===== src/tsc_pkg.sv =====
`default_nettype none
package tsc_pkg;

	localparam int unsigned PID_W = 13;
	localparam int unsigned CC_W  = 4;
	localparam int unsigned RUN_W = 16;

	localparam logic [RUN_W-1:0] RUN_MAX          = 16'hFFFF;
	localparam logic [RUN_W-1:0] THRESHOLD_RESET  = 16'd10;
	localparam logic [CC_W-1:0]  CC_STEP          = 4'd1;

	typedef struct packed {
		logic [PID_W-1:0] stream_pid;
		logic [CC_W-1:0]  counter_value;
	} tsc_in_t;

	typedef struct packed {
		logic             new_stream;
		logic             table_full;
		logic             cc_mismatch;
		logic [CC_W-1:0]  expected_value;
		logic [RUN_W-1:0] error_run;
		logic             threshold_hit;
	} tsc_out_t;

	// head of the queue between front and back
	typedef struct packed {
		logic    valid;
		tsc_in_t item;
	} tsc_head_t;

	// one PID table entry
	typedef struct packed {
		logic [PID_W-1:0] pid;
		logic [CC_W-1:0]  last_cc;
		logic [RUN_W-1:0] run;
	} tsc_entry_t;

	typedef enum logic [1:0] {
		BK_IDLE,
		BK_SCAN,
		BK_RESOLVE
	} tsc_back_state_t;

endpackage
`default_nettype wire


===== src/tsc_front.sv =====
`default_nettype none
module tsc_front (
	input  wire logic            clk,
	input  wire logic            arst_n,
	input  wire logic            in_valid,
	output logic                 in_ready,
	input  wire tsc_pkg::tsc_in_t in_data,
	input  wire logic            pop,
	output tsc_pkg::tsc_head_t   head
);
	import tsc_pkg::*;

	// two-deep header queue
	tsc_in_t    buf_q [2];
	logic       wr_ptr_q;
	logic       rd_ptr_q;
	logic [1:0] count_q;
	logic       push;

	assign in_ready   = (count_q != 2'd2);
	assign push       = in_valid && in_ready;
	assign head.valid = (count_q != 2'd0);
	assign head.item  = buf_q[rd_ptr_q];

	always_ff @(posedge clk or negedge arst_n) begin
		if (!arst_n) begin
			wr_ptr_q <= 1'b0;
			rd_ptr_q <= 1'b0;
			count_q  <= 2'd0;
		end else begin
			if (push)
				wr_ptr_q <= ~wr_ptr_q;
			if (pop)
				rd_ptr_q <= ~rd_ptr_q;
			unique case ({push, pop})
				2'b10:   count_q <= count_q + 2'd1;
				2'b01:   count_q <= count_q - 2'd1;
				default: count_q <= count_q;
			endcase
		end
	end

	always_ff @(posedge clk) begin
		if (push)
			buf_q[wr_ptr_q] <= in_data;
	end

endmodule
`default_nettype wire


===== src/tsc_back.sv =====
`default_nettype none
module tsc_back #(
	parameter int unsigned PID_SLOTS = 128
) (
	input  wire logic                       clk,
	input  wire logic                       arst_n,
	input  wire tsc_pkg::tsc_head_t         head,
	output logic                            pop,
	input  wire logic [tsc_pkg::RUN_W-1:0]  threshold,
	output logic                            out_valid,
	input  wire logic                       out_ready,
	output tsc_pkg::tsc_out_t               out_data
);
	import tsc_pkg::*;

	localparam int unsigned IDX_W = (PID_SLOTS > 1) ? $clog2(PID_SLOTS) : 1;
	localparam int unsigned CNT_W = $clog2(PID_SLOTS + 1);
	localparam logic [CNT_W-1:0] SLOTS_C = CNT_W'(PID_SLOTS);

	tsc_entry_t      pid_mem [PID_SLOTS];
	tsc_entry_t      rd_data_q;

	tsc_back_state_t state_q, state_d;
	logic [CNT_W-1:0] used_q;
	logic [CNT_W-1:0] scan_idx_q;
	logic [IDX_W-1:0] cmp_idx_q;
	logic             cmp_valid_q;
	tsc_in_t          item_s1;
	logic [IDX_W-1:0] hit_idx_q;
	tsc_entry_t       hit_entry_q;
	logic             miss_q;
	logic             out_valid_q;
	tsc_out_t         out_q;

	logic             rd_en;
	logic             hit;
	logic             miss;
	logic             emit;
	logic             full;
	logic             last_cmp;

	logic [CC_W-1:0]  expected;
	logic             mism;
	logic             run_sat;
	logic [RUN_W-1:0] run_new;
	tsc_out_t         result;
	tsc_entry_t       wr_entry;

	assign full     = (used_q == SLOTS_C);
	assign last_cmp = ((CNT_W'(cmp_idx_q) + CNT_W'(1)) == used_q);
	assign hit      = (state_q == BK_SCAN) && cmp_valid_q
	                  && (rd_data_q.pid == item_s1.stream_pid);
	assign miss     = (state_q == BK_SCAN) && cmp_valid_q && !hit && last_cmp;

	always_comb begin
		state_d = state_q;
		pop     = 1'b0;
		rd_en   = 1'b0;
		emit    = 1'b0;
		unique case (state_q)
			BK_IDLE: begin
				if (head.valid) begin
					pop     = 1'b1;
					state_d = (used_q == '0) ? BK_RESOLVE : BK_SCAN;
				end
			end
			BK_SCAN: begin
				rd_en = (scan_idx_q < used_q);
				if (hit || miss)
					state_d = BK_RESOLVE;
			end
			BK_RESOLVE: begin
				if (!out_valid_q || out_ready) begin
					emit    = 1'b1;
					state_d = BK_IDLE;
				end
			end
			default: state_d = BK_IDLE;
		endcase
	end

	// update of a known PID
	assign expected = hit_entry_q.last_cc + CC_STEP;
	assign mism     = (expected != item_s1.counter_value);
	assign run_sat  = (hit_entry_q.run == RUN_MAX);
	always_comb begin
		if (!mism)
			run_new = '0;
		else if (run_sat)
			run_new = hit_entry_q.run;
		else
			run_new = hit_entry_q.run + RUN_W'(1);
	end

	always_comb begin
		result = '0;
		if (miss_q) begin
			result.new_stream = 1'b1;
			result.table_full = full;
		end else begin
			result.cc_mismatch    = mism;
			result.expected_value = expected;
			result.error_run      = run_new;
			result.threshold_hit  = mism && !run_sat && (run_new == threshold);
		end
	end

	always_comb begin
		wr_entry.pid     = item_s1.stream_pid;
		wr_entry.last_cc = item_s1.counter_value;
		wr_entry.run     = miss_q ? '0 : run_new;
	end

	always_ff @(posedge clk or negedge arst_n) begin
		if (!arst_n) begin
			state_q     <= BK_IDLE;
			used_q      <= '0;
			scan_idx_q  <= '0;
			cmp_valid_q <= 1'b0;
			out_valid_q <= 1'b0;
		end else begin
			state_q     <= state_d;
			cmp_valid_q <= rd_en;
			if (pop)
				scan_idx_q <= '0;
			else if (rd_en)
				scan_idx_q <= scan_idx_q + CNT_W'(1);
			if (emit && miss_q && !full)
				used_q <= used_q + CNT_W'(1);
			if (emit)
				out_valid_q <= 1'b1;
			else if (out_ready)
				out_valid_q <= 1'b0;
		end
	end

	always_ff @(posedge clk) begin
		if (rd_en)
			rd_data_q <= pid_mem[scan_idx_q[IDX_W-1:0]];
		if (emit) begin
			if (!miss_q)
				pid_mem[hit_idx_q] <= wr_entry;
			else if (!full)
				pid_mem[used_q[IDX_W-1:0]] <= wr_entry;
		end
	end

	always_ff @(posedge clk) begin
		if (rd_en)
			cmp_idx_q <= scan_idx_q[IDX_W-1:0];
		if (pop) begin
			item_s1 <= head.item;
			miss_q  <= (used_q == '0);
		end else if (hit || miss) begin
			miss_q <= miss;
		end
		if (hit) begin
			hit_idx_q   <= cmp_idx_q;
			hit_entry_q <= rd_data_q;
		end
		if (emit)
			out_q <= result;
	end

	assign out_valid = out_valid_q;
	assign out_data  = out_q;

endmodule
`default_nettype wire


===== src/ts_continuity_counter_checker_unit.sv =====
// Scan: an item whose PID matches entry k is resolved once entries 0..k have been read;
//   a new PID is resolved after all N stored entries are read (none with an empty table).
// Throughput: the back handles one item at a time and scans the table on the single read port
//   of the PID memory, one entry per cycle; a two-deep queue keeps taking beats meanwhile until full.
// Reset (arst_n low, async): empties the queue and the table count, drops the output beat,
//   loads the error threshold with 10; table contents are not cleared and need no sweep.
`default_nettype none
module ts_continuity_counter_checker_unit #(
	parameter int unsigned PID_SLOTS = 128
) (
	input  wire logic                      clk,
	input  wire logic                      arst_n,
	// input beats: one TS header each
	input  wire logic                      in_valid,
	output logic                           in_ready,
	input  wire tsc_pkg::tsc_in_t          in_data,
	// result beats: one per header
	output logic                           out_valid,
	input  wire logic                      out_ready,
	output tsc_pkg::tsc_out_t              out_data,
	// error threshold register
	input  wire logic                      cfg_we,
	input  wire logic [tsc_pkg::RUN_W-1:0] cfg_wdata
);
	import tsc_pkg::*;

	logic [RUN_W-1:0] threshold_q;
	tsc_head_t        head;
	logic             pop;

	// the user sees to it that the threshold only changes while the block is idle; the block itself does not enforce it
	always_ff @(posedge clk or negedge arst_n) begin
		if (!arst_n)
			threshold_q <= THRESHOLD_RESET;
		else if (cfg_we)
			threshold_q <= cfg_wdata;
	end

	// front: takes header beats into a short queue
	tsc_front u_front (
		.clk      (clk),
		.arst_n   (arst_n),
		.in_valid (in_valid),
		.in_ready (in_ready),
		.in_data  (in_data),
		.pop      (pop),
		.head     (head)
	);

	// back: scans the PID table, updates or adds the entry, holds the result beat
	tsc_back #(
		.PID_SLOTS (PID_SLOTS)
	) u_back (
		.clk       (clk),
		.arst_n    (arst_n),
		.head      (head),
		.pop       (pop),
		.threshold (threshold_q),
		.out_valid (out_valid),
		.out_ready (out_ready),
		.out_data  (out_data)
	);

endmodule
`default_nettype wire


===== config.mk =====
export PLATFORM = sky130hd
export DESIGN_NAME = ts_continuity_counter_checker_unit
export DESIGN_NICKNAME = d
export VERILOG_FILES = /design/src/tsc_pkg.sv /design/src/tsc_front.sv /design/src/tsc_back.sv /design/src/ts_continuity_counter_checker_unit.sv
export SDC_FILE = /design/constraint.sdc
export NUM_CORES = 2
export LEC_CHECK = 0
export BUFFER_PORTS_ARGS = -buffer_cell sky130_fd_sc_hd__buf_4
export CAP_MARGIN = 20
export CORE_AREA = 4 4 756 570
export DETAILED_ROUTE_END_ITERATION = 16
export DIE_AREA = 0 0 760 574
export GPL_TIMING_DRIVEN = 0
export PLACE_DENSITY = 0.66
export SYNTH_ARGS = -nofsm -noshare
export SYNTH_HDL_FRONTEND = slang
export SYNTH_MEMORY_MAX_BITS = 65536
export SYNTH_SLANG_ARGS = --single-unit

===== constraint.sdc =====
create_clock -name clk -period 20.6 [get_ports clk]
set_clock_uncertainty 0.05 [all_clocks]
set_input_delay 1.03 -clock clk [delete_from_list [all_inputs] [get_ports clk]]
set_output_delay 1.03 -clock clk [all_outputs]
set_load 0.005 [all_outputs]

==> metrics.md <==
| Metric | Value |
|---|---|
| Setup crit end kind | register |
| Total length of routed wires | 454000 um |
| Placement Setup Slack | 14.13 ns |
| Iteration count of the initial detailed-routing pass | 6 |
| Total Die Area | ~440000 um^2 |
| Final weighted congestion in routability-driven placement | 0.931 |
| Count of max-cap constraint violations | 0 |
| Type of origin of the critical path | register |
| Maximum frequency from static timing analysis | 158 MHz |
| Max-slew headroom at the worst pin | 10.2% |
| Clk_lat worst skew | 0.96 ns |
| Via count of the first global-routing pass | between 70000 and 80000 |
| Crit Path Max Fanout | 13 |
| Final number of max-transition violations | 0 |
| Synthesized area per cell | 24.8 um^2 |
| Synth async-reset ratio | 0.908% |
| Setup repair after global routing missed its margin | no |
| Post-synthesis sequential element count | 4407 |
| Final hold viol count | 0 |
| Remaining design rule violation count | 0 |
| Biggest cell delay along the critical path | approximately 1.0 ns |
| Most used flip-flop cell after synthesis | sky130_fd_sc_hd__edfxtp_1 |
| Post-Syn Area | 169000 um^2 |
| DRT antenna net count | 0 |
| Deepest level of the CTS H-tree | 5 |
| Number of non-filler instances in the completed layout | 13673 |
| Number of setup violations in the final report | 0 |
| Maximum clock path buffer count | 4 |
| CTS Root Cell | sky130_fd_sc_hd__clkbuf_16 |
| Cell variety after synth | 69 |
| Overall via count from detail_route | 80773 |
| Number of standard cells after synthesis | ~7000 |
| Post-detail-place hpwl | 316000 um |
| Antenna violations before repair | 50 |
| Cell row count | roughly 210 |
| Pwr dens | 131 nW/um^2 |
| Via density per instance | 5.91 |
| P&R area growth vs syn | 17.0% |
| Count of cells resized by post-cts repair | 0 |
| Die span in x | around 760 um |
| Post-cts hold buffer count | 0 |
| CP Cell Sequence | clkbuf_1, clkbuf_2, clkbuf_2, clkbuf_1, mux4_2, mux2i_1, a22oi_1, o21a_1 |
| Area post-placement | ~180000 um^2 |
| Reg clk slew, reported paths | around 0.080 ns |
| Placed Instances | about 13000 |
| Total routing usage reported by global routing | 20.5% |
| Initial Util | between 30% and 40% |
| Arrival time at the worst endpoint | 6.97 ns |
| Slack of the critical path | 14.28 ns |
| Post-CTS setup buffer count | 0 |
| Post-synth EDFFs | 4367 |
| Critical setup path kind | reg -> reg |
| Number of buffers created by CTS | 394 |
| Fin crit share | 30.7% |
| Worst min path class | in -> async |
| CTS tree | done |
| Violation count after the first detailed-routing iteration | 12783 |
| Fraction of the yosys area taken by sequential cells | 78.3% |
| Post-route minimum period | around 6.3 ns |
| Layout Nets | 7716 |
| Synthesis Warnings | 0 |
| Reg2reg setup slack | about 14 ns |
| Count of clock tree sinks | roughly 4400 |
| Pin count of the biggest net entering global routing | 77 |
| Final design area excluding fillers | 197000 um^2 |
| Share of post-route cells with drive strength above 1 | 34.5% |
| Wire length per cell after detailed routing | 33.2 um |
| Pwr Total | ~26 mW |
| Req. time, crit path | 21.26 ns |
| Top-level port count | 64 |
| Post-route setup TNS | 0 ns |
| Port Buffers | 62 |
| CP max stage cell | sky130_fd_sc_hd__mux2i_1 |
| Worst supply voltage drop on vdd | 0.0750 mV |
| Commonest cells after routing, fill and taps aside | sky130_fd_sc_hd__edfxtp_1 (4367), sky130_fd_sc_hd__mux4_2 (1350), sky130_fd_sc_hd__clkbuf_16 (401), sky130_fd_sc_hd__clkbuf_1 (233), sky130_fd_sc_hd__buf_6 (141) |
| Mapped Nets | 6851 |
| Leakage | 60.8 nW |
| Remaining Overflow, GRT | 0 |
| Measured slew at the worst slew-check pin | 1.31 ns |
| Most common cell after layout, fill and taps aside | sky130_fd_sc_hd__edfxtp_1 |
| Area of the placeable core | 423000 um^2 |
| Status | complete, no violations |
| Global-route wire length before repair | roughly 630000 um |
| Die boundary height | 574 um |
-- cell usage after synthesis (3+ instances only) --
cell                           n  area [um^2]
sky130_fd_sc_hd__clkbuf_1    182          683
sky130_fd_sc_hd__nor2b_1       5         31.3
sky130_fd_sc_hd__nand2_1      37          139
sky130_fd_sc_hd__a21o_1        4         30.0
sky130_fd_sc_hd__nand2b_1      7         43.8
sky130_fd_sc_hd__o22ai_1       6         37.5
sky130_fd_sc_hd__xnor2_1      29          254
sky130_fd_sc_hd__mux2i_1      71          711
sky130_fd_sc_hd__a31oi_1       8         50.1
sky130_fd_sc_hd__nor2_1      129          484
sky130_fd_sc_hd__buf_1        42          158
sky130_fd_sc_hd__and3_1        8         50.1
sky130_fd_sc_hd__a22oi_1      31          233
sky130_fd_sc_hd__nor3_1       55          275
sky130_fd_sc_hd__xor2_1       26          228
sky130_fd_sc_hd__and2_1       10         62.6
sky130_fd_sc_hd__o21a_1       37          278
sky130_fd_sc_hd__ha_1         14          175
sky130_fd_sc_hd__nor3b_1       8         60.1
sky130_fd_sc_hd__o21ai_0      18         90.1
sky130_fd_sc_hd__a21oi_1       9         45.0
sky130_fd_sc_hd__and4_1        4         35.0
sky130_fd_sc_hd__edfxtp_1   4367       131000
sky130_fd_sc_hd__nor4_1        5         31.3
sky130_fd_sc_hd__mux4_2     1350        30400
sky130_fd_sc_hd__inv_1        17         63.8
sky130_fd_sc_hd__a221o_1       3         30.0
sky130_fd_sc_hd__buf_2       121          606
sky130_fd_sc_hd__or2_2        14         87.6
sky130_fd_sc_hd__o2111ai_1     4         35.0
sky130_fd_sc_hd__nand3_1      20          100
sky130_fd_sc_hd__o211ai_1      4         30.0
sky130_fd_sc_hd__nand4_1       5         31.3
sky130_fd_sc_hd__mux2_2       37          417
sky130_fd_sc_hd__dfrtp_1      38          951
sky130_fd_sc_hd__or3_1        12         75.1
sky130_fd_sc_hd__buf_6         8         90.1
sky130_fd_sc_hd__buf_4        11         82.6
-- through the flow --
step	hold WS, ns	util (%)
floorplan	0.350	-
global placement	0.360	41.7
detailed placement	0.361	43.5
CTS	0.0438	46.6
global route	0.101	46.6
finish	0.101	46.7
-- state kept, by name (all words and copies together) (netlist names), 16 cells and up --
signal              count
u_back.pid_mem       4224
u_back.hit_entry_q     20
threshold_q            16
u_front.buf_q          34
u_back.item_s1         17
u_back.out_data        24
u_back.rd_data_q       33
-- final cells by class --
| class | count | area [um^2] |
|---|---|---|
| flip-flops and latches | 4407 | 132000 |
| plain buffers | 364 | 1640 |
| clock inverters | 247 | 2580 |
| well taps | 5643 | 7060 |
| clock buffers | 465 | 10300 |
| fillers | 33689 | 226000 |
| multi-input cells | 2009 | 36000 |
| diodes | 50 | 125 |
| repair buffers | 469 | 7610 |
| inverters | 19 | 71.3 |
-- critical path: cells and delay by family (launching register included) --
kind / cells / cell delay [ns]
flip-flops: 1 / 0.40
multiplexers: 2 / 1.51
AO/OA/AOI/OAI: 2 / 0.96
buffers and inverters: 4 / 3.12
-- worst paths after layout --
kind | start | end | cells past startpoint
setup reg to reg | u_back.scan_idx_q[2] | u_back.rd_data_q[15] | 8
max in group asynchronous | arst_n | u_front.count_q[1] | 1
setup / recovery | u_back.scan_idx_q[2] | u_back.rd_data_q[15] | 8
hold / removal | arst_n | threshold_q[10] | 1
hold reg to reg | u_back.rd_data_q[16] | u_back.hit_entry_q[16] | 0
min in group clk | cfg_wdata[10] | threshold_q[10] | 3
-- cell families after synthesis --
| group | Yosys count | synth area share, % |
|---|---|---|
| multiplexers | 1459 | 18.7 |
| flip-flops | 4407 | 78.3 |
| AND/OR/NAND/NOR | 334 | 0.991 |
| adder cells (fa/ha/maj) | 14 | 0.104 |
| XOR/XNOR | 58 | 0.326 |
| buffers and inverters | 383 | 1.00 |
| AO/OA/AOI/OAI | 144 | 0.614 |
-- per-layer routing --
layer	vias to the layer above	wire length [um]	track usage [%]	part of all wire, %
met4	10	13600	5.89	3.0
met5	-	539	0	0.12
li1	31365	-	-	-
met2	5119	197000	29.0	43
met1	43702	181000	29.5	40
met3	577	62200	7.79	14
-- report_power, final --
part / total [mW] / internal [mW] / switching [mW] / leakage (nW)
clock: 7.45 / 4.20 / 3.25 / 6.29
combinational: 8.03 / 3.31 / 4.71 / 14.4
sequential: 10.5 / 10.4 / 0.0868 / 40.1
total: 25.9 / 17.9 / 8.05 / 60.8
(Power assumes the default switching activity.)
